==> src/hdl/rrr_pkg.sv <==
`timescale 1ns / 1ps
// ----------------------------------------------------------------------------
// rrr_pkg
// Shared codes and control types for the round-robin ready ring.
// ----------------------------------------------------------------------------
package rrr_pkg;

  localparam int ACTION_W = 2;
  localparam int STATUS_W = 2;
  localparam int PORT_ID_W = 16;
  localparam int LENGTH_W = 5;

  localparam logic [ACTION_W-1:0] ACT_ADMIT  = 2'd0;
  localparam logic [ACTION_W-1:0] ACT_REMOVE = 2'd1;
  localparam logic [ACTION_W-1:0] ACT_NEXT   = 2'd2;

  localparam logic [STATUS_W-1:0] ST_OK        = 2'd0;
  localparam logic [STATUS_W-1:0] ST_EMPTY     = 2'd1;
  localparam logic [STATUS_W-1:0] ST_FULL      = 2'd2;
  localparam logic [STATUS_W-1:0] ST_NOT_FOUND = 2'd3;

  // per-transaction operation broadcast to every cell
  typedef struct packed {
    logic admit;   // write id into the first free cell
    logic remove;  // close the gap at the first matching cell
    logic rotate;  // move every entry one place toward the head
  } rrr_ctl_t;

endpackage

==> src/hdl/rrr_cell.sv <==
`timescale 1ns / 1ps
// ----------------------------------------------------------------------------
// rrr_cell
// One slot of the ring: holds an id, compares it, takes its neighbor's id.
// ----------------------------------------------------------------------------
module rrr_cell #(
  parameter int DEPTH    = 16,
  parameter int ID_WIDTH = 16,
  parameter int INDEX    = 0
) (
  input  logic                       clk,
  input  rrr_pkg::rrr_ctl_t          ctl,
  input  logic [$clog2(DEPTH+1)-1:0] count,
  input  logic [ID_WIDTH-1:0]        id,
  input  logic [ID_WIDTH-1:0]        head,
  input  logic [ID_WIDTH-1:0]        neighbor,
  input  logic                       found_in,
  output logic                       found_out,
  output logic [ID_WIDTH-1:0]        entry
);

  localparam int CW = $clog2(DEPTH + 1);

  logic valid;
  logic is_free;
  logic is_last;
  logic hit;

  assign valid     = CW'(INDEX) < count;
  assign is_free   = CW'(INDEX) == count;
  assign is_last   = CW'(INDEX + 1) == count;
  assign hit       = valid && (entry == id);
  assign found_out = found_in || hit;

  always_ff @(posedge clk) begin
    if (ctl.admit && is_free) begin
      entry <= id;
    end else if (ctl.remove && found_out) begin
      entry <= neighbor;
    end else if (ctl.rotate && valid) begin
      entry <= is_last ? head : neighbor;
    end
  end

endmodule

==> src/hdl/round_robin_ready_ring.sv <==
`timescale 1ns / 1ps
// ----------------------------------------------------------------------------
// round_robin_ready_ring
// Ordered ring of task ids with the head in cell 0: admit, remove, next.
// ----------------------------------------------------------------------------
// result: done strobes in the cycle after start
// throughput: one transaction per cycle, busy never rises
// reset: rst clears the entry count and the result strobe; cell contents
//   are left as they are and only entries below the count are ever used
// the receiver cannot stall, so no result is ever held back
// ----------------------------------------------------------------------------
module round_robin_ready_ring #(
  parameter int DEPTH    = 16,
  parameter int ID_WIDTH = 16
) (
  input  logic                              clk,
  input  logic                              rst,
  input  logic                              start,
  output logic                              busy,
  input  logic [rrr_pkg::ACTION_W-1:0]      action,
  input  logic [rrr_pkg::PORT_ID_W-1:0]     task_id,
  output logic                              done,
  output logic [rrr_pkg::STATUS_W-1:0]      status,
  output logic [rrr_pkg::PORT_ID_W-1:0]     chosen_id,
  output logic [rrr_pkg::LENGTH_W-1:0]      ring_length
);

  localparam int CW = $clog2(DEPTH + 1);

  // entry count and derived ring flags
  logic [CW-1:0]       count;
  logic [CW-1:0]       count_next;
  logic                empty;
  logic                full;

  // cell chain
  logic [ID_WIDTH-1:0] id;
  logic [ID_WIDTH-1:0] entry [DEPTH];
  logic [ID_WIDTH-1:0] neighbor [DEPTH];
  logic [DEPTH:0]      found;
  rrr_pkg::rrr_ctl_t   ctl;

  // result staging
  logic [rrr_pkg::STATUS_W-1:0] status_next;
  logic [ID_WIDTH-1:0]          chosen_next;

  // never stalls: busy is tied low
  assign busy = 1'b0;

  // only the low ID_WIDTH bits of the id take part
  assign id    = ID_WIDTH'(task_id);
  assign empty = count == '0;
  assign full  = count == CW'(DEPTH);

  // operation broadcast, gated by the ring flags
  always_comb begin
    ctl = '0;
    if (start) begin
      case (action)
        rrr_pkg::ACT_ADMIT:  ctl.admit  = !full;
        rrr_pkg::ACT_REMOVE: ctl.remove = !empty;
        rrr_pkg::ACT_NEXT:   ctl.rotate = !empty;
        default: ctl = '0;
      endcase
    end
  end

  // first-match search ripples from the head toward the tail
  assign found[0] = 1'b0;

  for (genvar i = 0; i < DEPTH; i++) begin : g_cell
    if (i == DEPTH - 1) begin : g_tail
      assign neighbor[i] = entry[i];
    end else begin : g_mid
      assign neighbor[i] = entry[i+1];
    end

    rrr_cell #(
      .DEPTH    (DEPTH),
      .ID_WIDTH (ID_WIDTH),
      .INDEX    (i)
    ) u_cell (
      .clk       (clk),
      .ctl       (ctl),
      .count     (count),
      .id        (id),
      .head      (entry[0]),
      .neighbor  (neighbor[i]),
      .found_in  (found[i]),
      .found_out (found[i+1]),
      .entry     (entry[i])
    );
  end

  // status, new head and count for this transaction
  always_comb begin
    count_next  = count;
    status_next = rrr_pkg::ST_OK;
    chosen_next = '0;
    case (action)
      rrr_pkg::ACT_ADMIT: begin
        if (full) begin
          status_next = rrr_pkg::ST_FULL;
        end else begin
          count_next = count + CW'(1);
        end
      end
      rrr_pkg::ACT_REMOVE: begin
        if (empty) begin
          status_next = rrr_pkg::ST_EMPTY;
        end else if (!found[DEPTH]) begin
          status_next = rrr_pkg::ST_NOT_FOUND;
        end else begin
          count_next = count - CW'(1);
        end
      end
      rrr_pkg::ACT_NEXT: begin
        if (empty) begin
          status_next = rrr_pkg::ST_EMPTY;
        end else if (count == CW'(1)) begin
          // single entry: head stays put
          chosen_next = entry[0];
        end else begin
          chosen_next = entry[1];
        end
      end
      default: begin
        // unused code: no change, plain ok
        status_next = rrr_pkg::ST_OK;
      end
    endcase
  end

  always_ff @(posedge clk) begin
    if (rst) begin
      count <= '0;
      done  <= 1'b0;
    end else begin
      done <= start;
      if (start) begin
        count <= count_next;
      end
    end
  end

  // result payload, meaningful only while done is high
  always_ff @(posedge clk) begin
    if (start) begin
      status      <= status_next;
      chosen_id   <= rrr_pkg::PORT_ID_W'(chosen_next);
      ring_length <= rrr_pkg::LENGTH_W'(count_next);
    end
  end

endmodule

==> config.mk <==
export PLATFORM = sky130hd
export DESIGN_NAME = round_robin_ready_ring
export DESIGN_NICKNAME = d
export VERILOG_FILES = /design/src/hdl/rrr_pkg.sv /design/src/hdl/rrr_cell.sv /design/src/hdl/round_robin_ready_ring.sv
export SDC_FILE = /design/constraint.sdc
export NUM_CORES = 1
export LEC_CHECK = 0
export BUFFER_PORTS_ARGS = -buffer_cell sky130_fd_sc_hd__buf_2
export CAP_MARGIN = 10
export CORE_MARGIN = 5
export CORE_UTILIZATION = 30
export CTS_CLUSTER_DIAMETER = 40
export DETAILED_ROUTE_END_ITERATION = 16
export GPL_TIMING_DRIVEN = 0
export PLACE_DENSITY = 0.41
export SLEW_MARGIN = 20
export SYNTH_ARGS = -nofsm -noshare
export SYNTH_HDL_FRONTEND = slang
export SYNTH_SLANG_ARGS = --single-unit
==> constraint.sdc <==
create_clock -name clk -period 3.83 [get_ports clk]
set_input_delay 0.383 -clock clk [delete_from_list [all_inputs] [get_ports clk]]
set_output_delay 0.383 -clock clk [all_outputs]
set_load 0.005 [all_outputs]
After elaboration in Yosys (flattened, before gate mapping)
Cells that the tools add are included.

cells by class
  add/sub/neg operators = 2
  reductions and logical operators = 103
  $lt $le $gt $ge = 16
  bitwise logic cells = 1
  equality and inequality tests = 38
  multiplexer cells = 78

operators by type and width
  operator             number
  $mux 16              65
  $eq 16x16->1         16
  $logic_and 1x1->1    64
  $reduce_bool 3->1    15
  $eq 4x5->1 const A   8
  $lt 4x5->1 const A   8
  $eq 3x5->1 const A   4
  $lt 3x5->1 const A   4
  $logic_or 1x1->1     15
  $mux 5               3
  $eq 2x5->1 const A   2
  $lt 1x5->1 const A   2
  $lt 2x5->1 const A   2
  $pmux 5 s2           1
  $mux 2               3
  $pmux 2 s3           1
  $add 5x1->5 const B  1
  $eq 1x5->1 const A   1
  $eq 5x1->1 const B   1
  $eq 5x5->1 const A   1
  $eq 5x5->1 const B   1
  $logic_not 5->1      1
  $sub 5x1->5 const B  1
  $mux 1               4
  other kinds (12)     14

word-level totals
  output and inout port bits = 25
  register bits = 285
  logic and storage cells = 259
  input port bits = 21

Depth between registers and ports, before layout
Gate-level depths: netlist (run 1).

  depth after elaboration = 20
  depth in mapped cells = 13
  depth with buffers taken out = 10

By module
A second synthesis (run 1) with hierarchy kept.

unflattened totals
  cell total of the unflattened synthesis = 1,803
  area total of the unflattened synthesis = 19,147.1 µm²

modules (own cells, without submodules)
  module                           instances  area each (µm²)  cells each  sequential area each (µm²)
  rrr_cell (g_cell[2].u_cell ...)  2          1,098.6          101         480.5
  round_robin_ready_ring           1          1,619.1          161         810.8
  rrr_cell (g_cell[11].u_cell)     1          1,176.1          126         480.5
  rrr_cell (g_cell[3].u_cell)      1          1,164.9          124         480.5
  rrr_cell (g_cell[9].u_cell)      1          1,118.6          103         480.5
  rrr_cell (g_cell[13].u_cell)     1          1,097.3          101         480.5
  rrr_cell (g_cell[4].u_cell)      1          1,097.3          103         480.5
  rrr_cell (g_cell[1].u_cell)      1          1,092.3          101         480.5
  rrr_cell (g_cell[8].u_cell)      1          1,087.3          101         480.5
  rrr_cell (g_cell[5].u_cell)      1          1,084.8          101         480.5
  rrr_cell (g_cell[10].u_cell)     1          1,081.0          104         480.5
  rrr_cell (g_cell[12].u_cell)     1          1,079.8          102         480.5
  rrr_cell (g_cell[14].u_cell)     1          1,071.0          101         480.5
  rrr_cell (g_cell[15].u_cell)     1          1,061.0          86          480.5
  2 more rows                      -          -                -           -

Least setup slack after synthesis (run 1)
OpenSTA, ideal clock, no wires.

  path kind = input to register
  from = input port task_id[9] (netlist bit)
  to = register g_cell[13].u_cell.entry[0] (enable)
  required time = 3.419 ns
  library setup time = 0.411 ns
  arrival = 3.095 ns
  stages = 8
  buffers on the path = 1
  path slack = 0.323 ns
  cells stage by stage = buf_4 > xor2_1 > nor4_1 > nand2_1 > or4_1 > nor3b_2 > and3_1 > o21ai_0

on the way
  word-level cells in the longest chain between the ends = 17
  elaborated cells between the ends (all ways) = 43
  those cells by class = eq/ne (14); reduce/logical (29)

RTL lines
  what                             line                          text
  start: declaration               round_robin_ready_ring.sv:21  input logic [rrr_pkg::PORT_ID_W-1:0] task_id,
  $eq 16x16->1                     rrr_cell.sv:32                assign hit = valid && (entry == id);
  $logic_and 1x1->1                rrr_cell.sv:32
  $logic_or 1x1->1 (12 in series)  rrr_cell.sv:33                assign found_out = found_in || hit;
  $logic_or 1x1->1 *               rrr_cell.sv:33
  $logic_and 1x1->1 *              rrr_cell.sv:38                end else if (ctl.remove && found_out) begin
  $reduce_bool 3->1 (no line) *    -
  end signal: assignment           rrr_cell.sv:37                entry <= id;
  end signal: assignment           rrr_cell.sv:39                entry <= neighbor;
  end signal: assignment           rrr_cell.sv:41                entry <= is_last ? head : neighbor;
  end: declaration                 rrr_cell.sv:19                output logic [ID_WIDTH-1:0] entry

Mark *: on every way between the ends. The rest lies on a longest branch, timed or not.
A chain may end at the register's enable or synchronous reset.

Worst setup path in the final report (run 1)
  from = register count[1]
  to = register g_cell[9].u_cell.entry[7] (enable)

on the way
  word-level cells in the longest chain between the ends = 13
  elaborated cells between the ends (all ways) = 42
  those cells by class = order compare (10); eq/ne (2); mux (4); reduce/logical (26)

RTL lines
  what                            line                           text
  start: declaration              round_robin_ready_ring.sv:31   logic [CW-1:0] count;
  start signal: assignment        round_robin_ready_ring.sv:141  count <= count_next;
  $lt 1x5->1                      rrr_cell.sv:29                 assign valid = CW'(INDEX) < count;
  $logic_and 1x1->1               rrr_cell.sv:32
  $logic_or 1x1->1 (9 in series)  rrr_cell.sv:33
  $logic_and 1x1->1               rrr_cell.sv:38
  $reduce_bool 3->1 (no line) *   -
  end signal: assignment          rrr_cell.sv:37
  end signal: assignment          rrr_cell.sv:39
  end signal: assignment          rrr_cell.sv:41
  end: declaration                rrr_cell.sv:19

Marks and branches as above.

==> flow_summary.json, run 1 <==
{
  "status": "finished clean",
  "cts.sinks": 285,
  "place.gp.congestion": 0.916,
  "synthTopCellsByArea": "edfxtp_1 45%, mux2i_1 12%, xnor2_1 6.4%",
  "vias": 15044,
  "cellPowerDensity_nw_per_um2": 446,
  "end_kind": "flip-flop",
  "synth_flop_cell": "edfxtp_1",
  "ctsHoldBuffers": 0,
  "vdd_drop_max_uv": 331,
  "overflow": 0,
  "place_area_um2": 19800,
  "finalCritPeriodShare": 0.964,
  "clkLatencyLatePin_ps": 610,
  "multi_input_area_um2": 9150,
  "grt_pass1_wl_mm": 117,
  "yosysTopAreaCell": "edfxtp_1",
  "maxSlewHeadroom": 0.156,
  "rsz0062_at_grt": "false",
  "cp.arrival_ps": 3890,
  "tns_ps": 0,
  "fp-row-count": 91,
  "grt_busiest_layer": "met2",
  "leakagePower_nw": 8.35,
  "slew_viol_final": 0,
  "portBuffers": 28,
  "cts_root_buf": "clkbuf_16",
  "cp_cell_sequence": "clkbuf_4 > clkinvlp_4 > ha_1 > nand3_2 > and2_1 > nand2_2 > nor4_2 > or3_1",
  "avgRoutedWirePerCell_um": 30.4,
  "drt_iter0_markers": 1478,
  "die_h_um": 259,
  "dpl.hpwl_mm": 59.5,
  "tritoncts": "built",
  "synth_cell_types": 72,
  "die_area_um2": 67000,
  "setup_viol": 0,
  "numCtsBuffers": 69,
  "mostFrequentLayoutCell": "edfxtp_1",
  "initial_utilization": 0.302,
  "cts_buffer_depth": 3,
  "synthArstFlopShare": 0,
  "path_delay_family": "simple AND/OR/NAND/NOR gates",
  "dr.pass1.iters": 5,
  "synth-edff-count": 279,
  "regArea_um2": 8500,
  "drc_errors": 0,
  "clk_pin_slew_worst_paths_ps": 40,
  "grt_pass1_vias": 15278,
  "fmax_ghz": 0.271,
  "fin_util": 0.365,
  "period_minus_slack_ps": 3690,
  "cp.required_ps": 4030,
  "cap_violations": 0,
  "design_area_um2": 22400,
  "diodes": 0,
  "grt_max_degree": 25,
  "drive_gt1_frac": 0.174,
  "antenna_found_initial": 5,
  "cp_max_fo": 16,
  "pre_cts_slack_ps": -760,
  "worst_path_max_delay_cell": "or3_1",
  "totalWireLength_mm": 84.6,
  "fin_nets": 1970,
  "viasPerCell": 5.40,
  "grt_usage": 0.247,
  "core-area_um2": 61500,
  "synth_top_area_share": 0.451,
  "startpoint_type": "flip-flop",
  "gr-usage-met3": 0.0476,
  "tightest_slew_ps": 1270,
  "syn2layout_area_growth_pct": 20.6,
  "synth.avg_cell_area_um2": 10.3,
  "mappedNetlistArea_um2": 18600,
  "hp-class": "in2reg",
  "met1_usage": 0.325,
  "htreeDepth": 3,
  "max_stage_delay_ps": 720,
  "fin_ws_ps": 139,
  "n_fill_cell": 6193,
  "hold_violations": 0,
  "yosysSeqAreaShare": 0.457,
  "synth_fp_nets": 1833,
  "final_cell_mix": "279 x edfxtp_1, 226 x mux2i_1, 169 x nand2_1",
  "worstSetupPathType": "reg2reg",
  "skew_ps": 42.5,
  "path_buf_inv": 2,
  "postRouteAntennaNets": 0,
  "ys_warn_count": 0,
  "grt_use_met2": 0.408,
  "io-pin-count": 46,
  "syn_inst": 1807,
  "die_w_um": 259,
  "ys_ff_latch": 285
}
[power breakdown]
part / switching, mW / internal [mW]
Sequential: 0.0122 / 3.42
Combinational: 0.527 / 0.192
Clock: 1.93 / 3.92
[metrics by stage]
step,instances,power (mW),hold WS (ps)
floorplan,1807,3.85,455
global placement,2625,4.19,632
detailed placement,2637,4.19,627
CTS,2763,10.1,93.8
global route,2787,10.2,116
finish,2787,10.0,112
[layout make-up]
cell class / instances / area share
repair buffers: 67 / 0.0202
clock inverters: 41 / 0.0208
inverters: 8 / 0.00151
plain buffers: 177 / 0.0449
flip-flops and latches: 285 / 0.379
well taps: 790 / 0.0441
multi-input cells: 1336 / 0.408
clock buffers: 83 / 0.0813
[metal layers]
| metal | share of wire | vias up |
|---|---|---|
| met5 | 0 | - |
| met3 | 0.064 | 153 |
| met4 | 0.036 | 0 |
| li1 | - | 6739 |
| met2 | 0.47 | 591 |
| met1 | 0.43 | 7561 |
[flip-flops by register name, summed over array words and instances, names as in the netlist]
| signal | cells |
|---|---|
| g_cell.u_cell.entry | 256 |
| status | 2 |
| count | 5 |
| chosen_id | 16 |
| ring_length | 5 |
| done | 1 |
[final timing paths]
kind / endpoint / start / slack (ps) / cells after the start
worst max-delay path: g_cell[9].u_cell.entry[7]$_DFFE_PP_ / count[1]$_SDFFE_PP0P_ / 140 / 8
worst min-delay path: count[0]$_SDFFE_PP0P_ / rst / 110 / 2
worst max register to register: g_cell[9].u_cell.entry[7]$_DFFE_PP_ / count[1]$_SDFFE_PP0P_ / 140 / 8
worst min register to register: g_cell[0].u_cell.entry[8]$_DFFE_PP_ / g_cell[1].u_cell.entry[8]$_DFFE_PP_ / 630 / 1
[cells in the mapped netlist, types with 21 or more instances]
| library cell | number |
|---|---|
| o21ai_0 | 65 |
| nand2_1 | 173 |
| xnor2_1 | 135 |
| xor2_1 | 124 |
| nand4_1 | 33 |
| buf_4 | 21 |
| edfxtp_1 | 279 |
| mux2i_1 | 226 |
| o21ai_1 | 49 |
| buf_6 | 26 |
| nor4_1 | 33 |
| buf_2 | 40 |
| mux2_2 | 32 |
| a21oi_1 | 161 |
| nor2_1 | 164 |
| clkbuf_1 | 91 |
[cells by family after synthesis]
group | after synthesis | share of synthesized area
mux | 258 | 0.141
fa+ha+maj | 5 | 0.00337
simple gates | 496 | 0.126
xor+xnor | 259 | 0.122
compound gates | 317 | 0.0947
flops | 285 | 0.457
other cells | 1 | 0.000202
buf+inv | 186 | 0.0550
[timing repair]
item                                   4_1_cts  5_1_grt
setup endpoints to repair                  323      138
pin swaps                                    2        6
gates cloned                                 0        0
endpoints found under the hold margin        0        0
resized for setup                           19        3
buffers inserted                             3       24
[worst reg2reg max path: cells and delay by family (launching register included)]
family,cells,cell delay (ps)
buf+inv,2,480
flops,1,410
simple gates,5,2100
fa+ha+maj,1,300
Note: power is estimated with default switching activity, not from simulation.
==> inputs of run 2 (changes only) <==
--- a/config.mk
+++ b/config.mk
@@ -7,7 +7,6 @@
 export LEC_CHECK = 0
 export BUFFER_PORTS_ARGS = -buffer_cell sky130_fd_sc_hd__buf_2
 export CAP_MARGIN = 10
-export CORE_MARGIN = 5
 export CORE_UTILIZATION = 30
 export CTS_CLUSTER_DIAMETER = 40
 export DETAILED_ROUTE_END_ITERATION = 16
==> run 2 against run 1 <==
  * Total power is 0.55% lower
  * Global-route usage is 2.6 points higher
  * Via count is 0.84% higher
  * Sequential share of layout area is 0.27 points higher
  * First-iteration DRC count is 0.88% higher
  * Critical path type unchanged
  * Final cell count is 1.0% lower
  * Count of clock-buffer cells in the layout is 4 lower
  * Largest power group unchanged
  * Non-clock buffer count is 16 lower
  * Critical endpoint is now g_cell[14].u_cell.entry[10]$_DFFE_PP_
  * Wire length is 2.0% higher
  * Setup slack worse by 25 ps
  * Largest cell class unchanged
==> flow_summary.json, run 2 (synthesis results as in run 1) <==
{
  "maxSlewHeadroom": 0.202,
  "overflow": 0,
  "grt_pass1_vias": 15269,
  "skew_ps": 23.1,
  "grt_max_degree": 25,
  "fin_nets": 1951,
  "end_kind": "flip-flop",
  "pre_cts_slack_ps": -943,
  "htreeDepth": 3,
  "avgRoutedWirePerCell_um": 31.3,
  "fin_util": 0.366,
  "place.gp.congestion": 0.998,
  "final_cell_mix": "279 x edfxtp_1, 226 x mux2i_1, 168 x nand2_1",
  "fin_ws_ps": 113,
  "tightest_slew_ps": 1200,
  "dpl.hpwl_mm": 60.2,
  "cp_max_fo": 10,
  "postRouteAntennaNets": 0,
  "drc_errors": 0,
  "n_fill_cell": 6106,
  "vdd_drop_max_uv": 235,
  "finalCritPeriodShare": 0.970,
  "cap_violations": 0,
  "numCtsBuffers": 66,
  "grt_pass1_wl_mm": 119,
  "io-pin-count": 46,
  "regArea_um2": 8500,
  "dr.pass1.iters": 7,
  "tritoncts": "built",
  "clk_pin_slew_worst_paths_ps": 40,
  "worstSetupPathType": "reg2reg",
  "hold_violations": 0,
  "clkLatencyLatePin_ps": 610,
  "tns_ps": 0,
  "leakagePower_nw": 8.26,
  "fmax_ghz": 0.269,
  "power_mw": 9.95,
  "vias": 15171,
  "totalWireLength_mm": 86.3,
  "setup_viol": 0,
  "cp.required_ps": 4130,
  "regMostFlops": "g_cell.u_cell.entry",
  "mostFrequentLayoutCell": "edfxtp_1",
  "fp-row-count": 90,
  "multi_input_area_um2": 9160,
  "drive_gt1_frac": 0.170,
  "period_minus_slack_ps": 3720,
  "largest_reg_flops": 256,
  "die_h_um": 251,
  "cellPowerDensity_nw_per_um2": 447,
  "antenna_found_initial": 3,
  "die_w_um": 251,
  "slew_viol_final": 0,
  "die_area_um2": 63000,
  "top_regs": "g_cell.u_cell.entry x256, chosen_id x16",
  "rsz0062_at_grt": "true",
  "startpoint_type": "flip-flop",
  "grt_usage": 0.272,
  "viasPerCell": 5.50,
  "drt_iter0_markers": 1491,
  "core-area_um2": 60800,
  "cts_root_buf": "clkbuf_16",
  "initial_utilization": 0.306,
  "ctsHoldBuffers": 0,
  "cp.arrival_ps": 4010,
  "hp-class": "in2reg",
  "cts.sinks": 285,
  "syn2layout_area_growth_pct": 19.8,
  "status": "finished clean",
  "cts_buffer_depth": 3,
  "portBuffers": 28
}
==> run 2: changes by cell type in the layout (fill, tap and decap cells not counted), moves of 2 or more <==
cell,previous run,this run
buf_4,57,43
clkbuf_1,90,80
clkbuf_2,11,18
clkinv_1,8,12
clkinvlp_4,7,3
inv_6,5,1
clkbuf_16,71,69
or3_1,6,4
==> run 2: worst max-delay path, stage by stage (launching register included) <==
cell and delay, ps:
dfxtp_1 450, buf_4 270, inv_1 250, ha_2 320
nor2b_1 190, nand2_1 240, nand3_1 640, o211ai_1 600
buf_4 240, buf_4 190
==> run 2: power by group <==
part	leakage (nW)	switching (mW)	total, mW	internal (mW)
Clock	1.08	1.91	5.78	3.88
Sequential	2.59	0.00944	3.43	3.42
Combinational	4.59	0.542	0.734	0.193
Total	8.26	2.46	9.95	7.49
==> run 2: metrics by stage <==
| stage | cells | instance area (um^2) | hold slack [ps] |
|---|---|---|---|
| after floorplan | 1807 | 18600 | 455 |
| after global placement | 2617 | 19700 | 631 |
| after detailed placement | 2631 | 19900 | 639 |
| after CTS | 2757 | 22200 | 112 |
| after global routing | 2758 | 22300 | 132 |
| final | 2759 | 22300 | 133 |
==> run 2: layout make-up <==
class / count / area share
clock inverter: 40 / 0.0210
timing repair buffer: 52 / 0.0155
clock buffer: 79 / 0.0793
buffer: 176 / 0.0454
sequential: 285 / 0.382
tap: 782 / 0.0440
antenna: 1 / 0.000112
multi-input combinational: 1336 / 0.412
inverter: 8 / 0.00135
==> run 2: layer usage <==
layer  GRT usage  vias up  part of all wire
met5           0        -                 0
met4       0.118        0             0.042
met3      0.0473      177             0.071
met2       0.453      672              0.47
met1       0.347     7624              0.42
li1            -     6698                 -
==> run 2: worst paths after layout <==
path,start,endpoint,slack [ps],cells past startpoint
setup / recovery,count[1]$_SDFFE_PP0P_,g_cell[14].u_cell.entry[10]$_DFFE_PP_,110,9
hold / removal,rst,count[0]$_SDFFE_PP0P_,130,2
setup reg to reg,count[1]$_SDFFE_PP0P_,g_cell[14].u_cell.entry[10]$_DFFE_PP_,110,9
hold reg to reg,g_cell[1].u_cell.entry[13]$_DFFE_PP_,g_cell[0].u_cell.entry[13]$_DFFE_PP_,650,1
==> run 2: what timing repair did <==
action | in CTS | in global routing
gates resized for setup | 19 | 8
buffers inserted | 7 | 3
pin swaps | 4 | 2
setup endpoints to repair | 440 | 134
